--- src/rtl/rlfh_pkg.sv ---
`timescale 1ns / 1ps

package rlfh_pkg;

    localparam int OP_W     = 2;
    localparam int TID_W    = 8;
    localparam int STATUS_W = 4;
    localparam int DEPTH_W  = 16;

    typedef enum logic [OP_W-1:0] {
        OP_LOCK    = 2'd0,
        OP_TRYLOCK = 2'd1,
        OP_UNLOCK  = 2'd2,
        OP_NONE    = 2'd3
    } op_t;

    typedef enum logic [STATUS_W-1:0] {
        ST_ACQUIRED   = 4'd0,
        ST_QUEUED     = 4'd1,
        ST_BUSY       = 4'd2,
        ST_STILL_HELD = 4'd3,
        ST_FREED      = 4'd4,
        ST_HANDED     = 4'd5,
        ST_QFULL      = 4'd6,
        ST_OVERFLOW   = 4'd7,
        ST_NOT_HELD   = 4'd8,
        ST_DISABLED   = 4'd9
    } status_t;

    typedef struct packed {
        logic [OP_W-1:0]  operation;
        logic [TID_W-1:0] thread_id;
    } req_t;

    typedef struct packed {
        logic [STATUS_W-1:0] status;
        logic                woken_valid;
        logic [TID_W-1:0]    woken_thread;
        logic [DEPTH_W-1:0]  depth_after;
    } rsp_t;

    localparam logic [2:0] REG_LOCK_ENABLED = 3'd0;

endpackage

--- src/rtl/rlfh_wait_ram.sv ---
`timescale 1ns / 1ps

module rlfh_wait_ram #(
    parameter int DEPTH  = 16,
    parameter int ADDR_W = 4,
    parameter int DATA_W = 8
) (
    input  logic              aclk,
    input  logic              wr_en,
    input  logic [ADDR_W-1:0] wr_addr,
    input  logic [DATA_W-1:0] wr_data,
    input  logic [ADDR_W-1:0] rd_addr,
    output logic [DATA_W-1:0] rd_data
);

    logic [DATA_W-1:0] mem [DEPTH];
    logic [DATA_W-1:0] rd_data_reg;

    always_ff @(posedge aclk) begin
        if (wr_en) begin
            mem[wr_addr] <= wr_data;
        end
        rd_data_reg <= mem[rd_addr];
    end

    assign rd_data = rd_data_reg;

endmodule

--- src/rtl/recursive_lock_fifo_handoff.sv ---
`timescale 1ns / 1ps

// channel   dir  handshake          payload
// s_        in   s_valid/s_ready    req_t: operation, thread_id
// m_        out  m_valid/m_ready    rsp_t: status, woken_valid, woken_thread, depth_after
// apb       in   psel/penable/pready  lock_enabled at byte address 0
//
// Each request is accepted, then executed against the waiter RAM read port,
// whose registered data for the queue head is ready when execute runs.
// A new request is accepted only after the previous one has executed.
// Reset (synchronous, aresetn low) frees the lock and empties the queue.
// A stalled result register holds the execute step; no beat is dropped.

module recursive_lock_fifo_handoff
    import rlfh_pkg::*;
#(
    parameter int WAIT_DEPTH     = 16,
    parameter int THREAD_ID_BITS = 8,
    parameter int DEPTH_BITS     = 16
) (
    input  logic        aclk,
    input  logic        aresetn,

    input  logic        s_valid,
    output logic        s_ready,
    input  req_t        s_data,

    output logic        m_valid,
    input  logic        m_ready,
    output rsp_t        m_data,

    input  logic        psel,
    input  logic        penable,
    input  logic        pwrite,
    input  logic [2:0]  paddr,
    input  logic [31:0] pwdata,
    output logic [31:0] prdata,
    output logic        pready
);

    localparam int PTR_W = (WAIT_DEPTH > 1) ? $clog2(WAIT_DEPTH) : 1;
    localparam int CNT_W = $clog2(WAIT_DEPTH + 1);
    localparam logic [PTR_W-1:0] PTR_LAST = PTR_W'(WAIT_DEPTH - 1);
    localparam logic [CNT_W-1:0] CNT_FULL = CNT_W'(WAIT_DEPTH);

    typedef enum logic [1:0] {
        PH_IDLE = 2'b01,
        PH_EXEC = 2'b10
    } phase_t;

    phase_t phase_reg, phase_next;

    logic                      en_reg;
    logic                      held_reg, held_next;
    logic [THREAD_ID_BITS-1:0] owner_reg, owner_next;
    logic [DEPTH_BITS-1:0]     depth_reg, depth_next;
    logic [PTR_W-1:0]          head_reg, head_next;
    logic [PTR_W-1:0]          tail_reg, tail_next;
    logic [CNT_W-1:0]          count_reg, count_next;
    req_t                      req_reg;
    rsp_t                      out_reg, out_next;
    logic                      m_valid_reg, m_valid_next;

    logic                      go;
    logic                      q_wr;
    logic [THREAD_ID_BITS-1:0] q_rd_data;
    logic [15:0]               tid_wide;
    logic [THREAD_ID_BITS-1:0] tid;
    logic [15:0]               woken_wide;
    logic [31:0]               depth_wide;
    logic [DEPTH_BITS-1:0]     depth_dec;
    status_t                   status;
    logic                      woken;

    // configuration port
    assign pready = 1'b1;
    assign prdata = (paddr == REG_LOCK_ENABLED) ? {31'b0, en_reg} : 32'b0;

    always_ff @(posedge aclk) begin
        if (!aresetn) begin
            en_reg <= 1'b0;
        end else if (psel && penable && pwrite && paddr == REG_LOCK_ENABLED) begin
            en_reg <= pwdata[0];
        end
    end

    rlfh_wait_ram #(
        .DEPTH  (WAIT_DEPTH),
        .ADDR_W (PTR_W),
        .DATA_W (THREAD_ID_BITS)
    ) u_wait_ram (
        .aclk    (aclk),
        .wr_en   (q_wr),
        .wr_addr (tail_reg),
        .wr_data (tid),
        .rd_addr (head_reg),
        .rd_data (q_rd_data)
    );

    assign s_ready = (phase_reg == PH_IDLE);
    assign go      = (phase_reg == PH_EXEC) && (!m_valid_reg || m_ready);

    assign tid_wide = 16'(req_reg.thread_id);
    assign tid      = tid_wide[THREAD_ID_BITS-1:0];
    assign depth_dec = (depth_reg != '0) ? depth_reg - 1'b1 : depth_reg;

    always_comb begin
        held_next  = held_reg;
        owner_next = owner_reg;
        depth_next = depth_reg;
        head_next  = head_reg;
        tail_next  = tail_reg;
        count_next = count_reg;
        q_wr       = 1'b0;
        woken      = 1'b0;
        status     = ST_BUSY;

        if (!en_reg) begin
            status = (req_reg.operation == OP_TRYLOCK) ? ST_ACQUIRED : ST_DISABLED;
        end else begin
            case (req_reg.operation)
                OP_LOCK, OP_TRYLOCK: begin
                    if (!held_reg) begin
                        held_next  = 1'b1;
                        owner_next = tid;
                        depth_next = DEPTH_BITS'(1);
                        status     = ST_ACQUIRED;
                    end else if (owner_reg == tid) begin
                        if (depth_reg == '1) begin
                            status = ST_OVERFLOW;
                        end else begin
                            depth_next = depth_reg + 1'b1;
                            status     = ST_ACQUIRED;
                        end
                    end else if (req_reg.operation == OP_TRYLOCK) begin
                        status = ST_BUSY;
                    end else if (count_reg >= CNT_FULL) begin
                        status = ST_QFULL;
                    end else begin
                        q_wr       = 1'b1;
                        tail_next  = (tail_reg == PTR_LAST) ? '0 : tail_reg + 1'b1;
                        count_next = count_reg + 1'b1;
                        status     = ST_QUEUED;
                    end
                end
                OP_UNLOCK: begin
                    if (!held_reg) begin
                        status = ST_NOT_HELD;
                    end else if (depth_dec != '0) begin
                        depth_next = depth_dec;
                        status     = ST_STILL_HELD;
                    end else if (count_reg != '0) begin
                        owner_next = q_rd_data;
                        head_next  = (head_reg == PTR_LAST) ? '0 : head_reg + 1'b1;
                        count_next = count_reg - 1'b1;
                        depth_next = DEPTH_BITS'(1);
                        woken      = 1'b1;
                        status     = ST_HANDED;
                    end else begin
                        held_next  = 1'b0;
                        depth_next = depth_dec;
                        status     = ST_FREED;
                    end
                end
                default: begin
                    status = ST_BUSY;
                end
            endcase
        end

        if (!go) begin
            q_wr = 1'b0;
        end
    end

    assign woken_wide = woken ? 16'(owner_next) : 16'b0;
    assign depth_wide = 32'(depth_next);

    always_comb begin
        out_next.status       = status;
        out_next.woken_valid  = woken;
        out_next.woken_thread = woken_wide[TID_W-1:0];
        out_next.depth_after  = depth_wide[DEPTH_W-1:0];
    end

    always_comb begin
        phase_next   = phase_reg;
        m_valid_next = m_valid_reg;
        if (m_valid_reg && m_ready) begin
            m_valid_next = 1'b0;
        end
        case (phase_reg)
            PH_IDLE: begin
                if (s_valid) begin
                    phase_next = PH_EXEC;
                end
            end
            PH_EXEC: begin
                if (go) begin
                    phase_next   = PH_IDLE;
                    m_valid_next = 1'b1;
                end
            end
            default: begin
                phase_next = PH_IDLE;
            end
        endcase
    end

    always_ff @(posedge aclk) begin
        if (!aresetn) begin
            phase_reg   <= PH_IDLE;
            m_valid_reg <= 1'b0;
            held_reg    <= 1'b0;
            owner_reg   <= '0;
            depth_reg   <= '0;
            head_reg    <= '0;
            tail_reg    <= '0;
            count_reg   <= '0;
        end else begin
            phase_reg   <= phase_next;
            m_valid_reg <= m_valid_next;
            if (go) begin
                held_reg  <= held_next;
                owner_reg <= owner_next;
                depth_reg <= depth_next;
                head_reg  <= head_next;
                tail_reg  <= tail_next;
                count_reg <= count_next;
            end
        end
    end

    always_ff @(posedge aclk) begin
        if (s_valid && s_ready) begin
            req_reg <= s_data;
        end
        if (go) begin
            out_reg <= out_next;
        end
    end

    assign m_valid = m_valid_reg;
    assign m_data  = out_reg;

    a_count_bound: assert property (@(posedge aclk) disable iff (!aresetn)
        count_reg <= CNT_FULL)
        else $error("waiter count beyond queue depth");

    a_held_depth: assert property (@(posedge aclk) disable iff (!aresetn)
        held_reg == (depth_reg != '0))
        else $error("held flag and nesting depth disagree");

    a_woken_handoff: assert property (@(posedge aclk) disable iff (!aresetn)
        m_valid |-> (m_data.woken_valid == (m_data.status == ST_HANDED)))
        else $error("woken beat without hand-off status");

    a_accept_exec: assert property (@(posedge aclk) disable iff (!aresetn)
        (s_valid && s_ready) |=> (phase_reg == PH_EXEC && !s_ready))
        else $error("accepted beat did not enter execute");

endmodule

--- config.mk ---
export PLATFORM = sky130hd
export DESIGN_NAME = recursive_lock_fifo_handoff
export DESIGN_NICKNAME = d
export VERILOG_FILES = /design/src/rtl/rlfh_pkg.sv /design/src/rtl/rlfh_wait_ram.sv /design/src/rtl/recursive_lock_fifo_handoff.sv
export SDC_FILE = /design/constraint.sdc
export NUM_CORES = 1
export LEC_CHECK = 0
export BUFFER_PORTS_ARGS = -buffer_cell sky130_fd_sc_hd__buf_2
export CORE_UTILIZATION = 50
export DETAILED_ROUTE_END_ITERATION = 10
export GPL_TIMING_DRIVEN = 0
export PLACE_DENSITY = 0.7
export SETUP_SLACK_MARGIN = 0.3
export SLEW_MARGIN = 10
export SYNTH_ARGS = -nofsm -noshare
export SYNTH_HDL_FRONTEND = slang
export SYNTH_SLANG_ARGS = --single-unit
--- constraint.sdc ---
create_clock -name aclk -period 11.9 [get_ports aclk]
set_input_delay 2.38 -clock aclk [delete_from_list [all_inputs] [get_ports aclk]]
set_output_delay 2.38 -clock aclk [all_outputs]
set_load 0.01 [all_outputs]
[Yosys cells after proc, flatten, opt, wreduce, memory -nomap -nowiden]
Memory sizes are Yosys's and may differ from the RTL's. A register that Yosys moved wholly into a read port is not among the register bits.
Index checks and enable logic that the tools add are counted.
Cells by class
  $add $sub $neg: 6
  $lt $le $gt $ge: 1
  eq/ne operators: 17
  muxes and demuxes: 60
  bitwise operators: 4
  reduce and logical (&&, ||, !) cells: 20
Operator list (count)
  $mux W16: 8
  $mux W8: 5
  $mux W5: 7
  $pmux W16 S2: 1
  $reduce_bool A16 Y1: 2
  $mux W4: 7
  $mux W1: 21
  $ne A2 B2 Y1 const B: 9
  $add A16 B1 Y16 const B: 1
  $eq A16 B16 Y1 const B: 1
  $pmux W8 S2: 1
  $sub A16 B1 Y16 const B: 1
  $mux W3: 4
  $pmux W5 S2: 1
  $reduce_and A10 Y1: 1
  $add A4 B1 Y4 const B: 2
  $eq A4 B4 Y1 const B: 2
  $eq A8 B8 Y1: 1
  $pmux W4 S2: 1
  $reduce_and A7 Y1: 1
  $logic_and A1 B1 Y1: 6
  $reduce_and A6 Y1: 1
  $add A5 B1 Y5 const B: 1
  $ge A5 B5 Y1 const B: 1
  16 further kinds: 22
Storage, ports and cells
  register bits: 81
  memory bits (writable): 128
  input bits: 52
  output and inout port bits: 64
  word-level logic and storage cells: 124
  memories kept: 1
Memories
  u_wait_ram.mem: depth 16, width 8, read ports 1, clocked after Yosys merged registers in 1, wr ports 1, line rlfh_wait_ram.sv:16  | logic [DATA_W-1:0] mem [DEPTH];

[Logic depth before layout (Yosys ltp)]
  depth after elaboration: 10
  gate-level depth with buffers: 12
  gate-level depth less buffers: 10

[By module]
From an unflattened synthesis, not the netlist that was laid out.
Unflattened totals
  cell total of the unflattened synthesis: 838
  area, all modules: 10407.5 sq um
Modules (own cells, without submodules)
  recursive_lock_fifo_handoff: instances 1, cells each 609, area each 5260.0 sq um, seq. area each 2011.9 sq um
  rlfh_wait_ram: instances 1, cells each 229, area each 5147.4 sq um, seq. area each 4003.8 sq um

[Worst setup path before layout]
Ideal clock, no wire load.
  path type: input-to-reg
  start: in m_ready
  end: mem u_wait_ram.mem[3][0] (enable)
  setup time: 0.383 ns
  arrival time: 5.249 ns
  data required time: 11.517 ns
  slack: 6.268 ns
  stages on the path: 8
  buffers on the path: 1
  cells stage by stage: nand2b_1 nor2b_1 clkbuf_1 and2_1 nand2_1 nor4_2 nand2_1 nor3_1
On the way
  longest elaborated chain between the ends: 5
RTL lines
  start: declaration: line recursive_lock_fifo_handoff.sv:29  | input logic m_ready,
  $logic_or A1 B1 Y1: line recursive_lock_fifo_handoff.sv:101  | assign go = (phase_reg == PH_EXEC) && (!m_valid_reg || m_ready);
  $logic_and A1 B1 Y1: line recursive_lock_fifo_handoff.sv:101
  named net go: line recursive_lock_fifo_handoff.sv:64  | logic go;
  $mux W1: line recursive_lock_fifo_handoff.sv:171  | if (!go) begin
  $mux W1: line rlfh_wait_ram.sv:20  | if (wr_en) begin
  $mux W1 (implied by the code): line rlfh_wait_ram.sv:21  | mem[wr_addr] <= wr_data;
  end: declaration: line rlfh_wait_ram.sv:16
The timed path passes the listed nets, and every way through them passes these cells.

[Final worst setup path]
  start: in m_ready
  end: mem u_wait_ram.mem[3][5] (enable)
Same word-level chain as after synthesis.

==> run_results.csv <==
group,metric,value,unit
run_status,status,"finished, final reports clean",
setup_path,endpoint_kind,"flip-flop",
finish,final_cell_area,12000,um2
synthesis,synth_edf_count,167,
power_and_ir_drop,ir_drop,0.132,mV
power_and_ir_drop,power_density,133,nW/um2
power_and_ir_drop,p_sw_frac,0.217,
sta,setup_viol,0,
finish,multi_input_area,4060,um2
cts,path_clk_slew,0.06,ns
detailed_routing,via_per_inst,6.00,
floorplan,io_pins,116,
synthesis,async_flop_share,0,
power_and_ir_drop,power_frac_clock,0.444,
finish,num_antenna_cells,0,
min_path,hp-class,"flip-flop to flip-flop",
power_and_ir_drop,p_switching,345,uW
sta,final-hold-violation-count,0,
synthesis,synthFlopType,"edfxtp_1",
finish,seq_area,6020,um2
sta,clock_skew,0.0104,ns
power_and_ir_drop,p_seq_frac,0.523,
cts,cts_buffers,24,
sta,slew_headroom,0.162,
sta,setup_tns,0,ns
global_routing,grt_pass1_vias,6880,
cts,clock-root-buffer,"clkbuf_16",
finish,largest_reg_flops,128,
detailed_routing,drtIter0Drc,617,
setup_path,worstPathArrival,5.51,ns
power_and_ir_drop,p_leak,0.00408,uW
power_and_ir_drop,combPwrFrac,0.034,
setup_path,path_max_fanout,11,
cts,cts_resized,0,
synthesis,synthCells,802,
floorplan,die_h,147,um
detailed_routing,drc,0,
finish,drive_gt1_frac,0.216,
place,post-dp-hpwl,17000,um
setup_path,cp.required,12.04,ns
global_routing,grt_pass1_wl,38400,um
setup_path,crit_type,"input pin to flip-flop",
global_routing,grt_start_max_net_pins,26,
power_and_ir_drop,power.internal,1240,uW
detailed_routing,routed_wl,24500,um
run,maxCapViolations,0,
cts,cts_hold_buffers,0,
synthesis,synth_seq_cells,217,
cts,cts.path.max_buffers,3,
floorplan,die_w,147,um
sta,holdWs,0.521,ns
detailed_routing,vias,7187,
synthesis,avgSynthCellArea,13.1,um2
finish,syn2layout_area_growth,14.4,%
cts,cts_setup_buffers,0,
detailed_routing,avgRoutedWirePerCell,20.4,um
sta,slew_viol_final,0,
sta,rsz0062_at_grt,"false",
sta,worst_pin_slew,1.25,ns
cts,htreeDepth,1,
finish,nFillCells,1618,
global_routing,overflow,0,
detailed_routing,first_pass_iters,5,
cts,cts_tree,"built",
synthesis,yosysSeqAreaShare,0.574,
finish,nets,975,
floorplan,row_count,52,
sta,fmax,0.186,GHz
synthesis,ys.warnings.count,0,
cts,cts.sinks,217,
place,place_congestion,0.929,
global_routing,antenna_found_initial,0,
synthesis,synth_area,10500,um2
setup_path,start_kind,"input pin",
floorplan,die_area,21500,um2
place,portBuffers,52,
floorplan,core_area,20400,um2
global_routing,grt_usage,0.230,
synthesis,synth_cell_types,74,
place,place_ws,5.97,ns
cts,insertion_delay,0.53,ns
place,dpl_cell_area,11200,um2
detailed_routing,ant_nets,0,
floorplan,initial_core_util,0.515,
sta,finalCritPeriodShare,0.451,
sta,min_period,5.37,ns
sta,fin_ws,6.53,ns
worst max-delay path, stage by stage:
cell,delay (ns)
buf_2,0.07
nand2b_1,0.11
nor2b_1,0.13
clkbuf_2,0.38
and2_1,0.29
nand2_1,0.12
nor4_2,0.60
nand2_1,0.38
nor3_1,1.03
cell usage in the layout (no fill, tap or decap), types with 16 or more instances in the layout:
cell type  instances
mux4_2            40
o21ai_0           37
buf_4             33
nor2_1            38
inv_1             17
xnor2_1           21
a22o_1            25
edfxtp_1         167
and3_1            16
clkbuf_1          47
nand2_1           38
a21oi_1           18
conb_1            32
clkbuf_16         24
buf_2             56
nor3_1            19
dfxtp_1           50
layer usage:
| layer | global-route usage | part of all wire | vias to the layer above |
|---|---|---|---|
| li1 | - | - | 3273 |
| met1 | 0.317 | 0.42 | 3488 |
| met2 | 0.374 | 0.47 | 375 |
| met3 | 0.0326 | 0.080 | 51 |
| met4 | 0.0823 | 0.028 | 0 |
| met5 | 0 | 0 | - |
worst paths after layout:
| kind | start | to | slack (ns) | depth (start not counted) |
|---|---|---|---|---|
| max | m_ready | u_wait_ram.mem[3][5] | 6.53 | 9 |
| min | owner_reg[7] | owner_reg[7] | 0.52 | 2 |
| max reg2reg | held_reg | u_wait_ram.mem[3][5] | 7.68 | 7 |
| min reg2reg | owner_reg[7] | owner_reg[7] | 0.52 | 2 |
cells by family after synthesis:
kind of cell / synth area share
AOI/OAI and AO/OA: 0.122
and+or+nand+nor: 0.111
adders and majority gates: 0.0150
buffers and inverters: 0.0503
other: 0.000717
xor gates and xnor gates: 0.0209
muxes: 0.106
DFF: 0.574
cell usage after synthesis, types with 4 or more instances:
cell      instances  area, um2
edfxtp_1        167       5010
dfxtp_1          50       1000
clkbuf_1         44        165
mux4_2           40        901
nand2_1          38        143
nor2_1           38        143
o21ai_0          37        185
buf_4            33        248
a22o_1           25        219
nor3_1           21        105
xnor2_1          21        184
a21oi_1          18       90.1
inv_1            17       63.8
and3_1           16        100
nand3_1          13       65.1
nand4_1          13       81.3
mux2i_1          12        120
ha_1             11        138
a21boi_1         10       75.1
a22oi_1          10       75.1
a32oi_1          10       87.6
nor2b_1          10       62.6
and2_1            9       56.3
o211ai_1          9       67.6
a21oi_2           8       70.1
mux2_2            8       90.1
nand2b_1          7       43.8
a31oi_1           6       37.5
nor4_1            6       37.5
o21ai_1           6       30.0
o22ai_1           6       37.5
a21o_1            5       37.5
and4_1            5       43.8
or4_1             5       37.5
buf_1             4       15.0
buf_2             4       20.0
nand3b_1          4       30.0
o31ai_1           4       30.0
xor2_1            4       35.0
power by group through the flow:
stage / clock, uW / sequential [uW] / combinational (uW)
floorplan: 0 / 842 / 36.9
global placement: 0 / 847 / 51.7
detailed placement: 0 / 847 / 52.5
CTS: 721 / 831 / 52.7
global route: 750 / 832 / 58.1
finish: 705 / 831 / 53.7
layout make-up:
| class | count | share of cell area |
|---|---|---|
| tap | 270 | 0.0282 |
| clock buffer | 29 | 0.0525 |
| timing repair buffer | 53 | 0.0240 |
| multi-input combinational | 511 | 0.339 |
| buffer | 86 | 0.0384 |
| sequential | 217 | 0.502 |
| clock inverter | 14 | 0.0109 |
| inverter | 18 | 0.00564 |
metrics by stage:
step                 util  cells  total power [uW]
detailed placement  0.551   1155               900
global route        0.589   1198              1640
global placement    0.550   1154               898
finish              0.589   1198              1590
CTS                 0.589   1198              1600
floorplan               -    832               879
(Power assumes the default switching activity.)
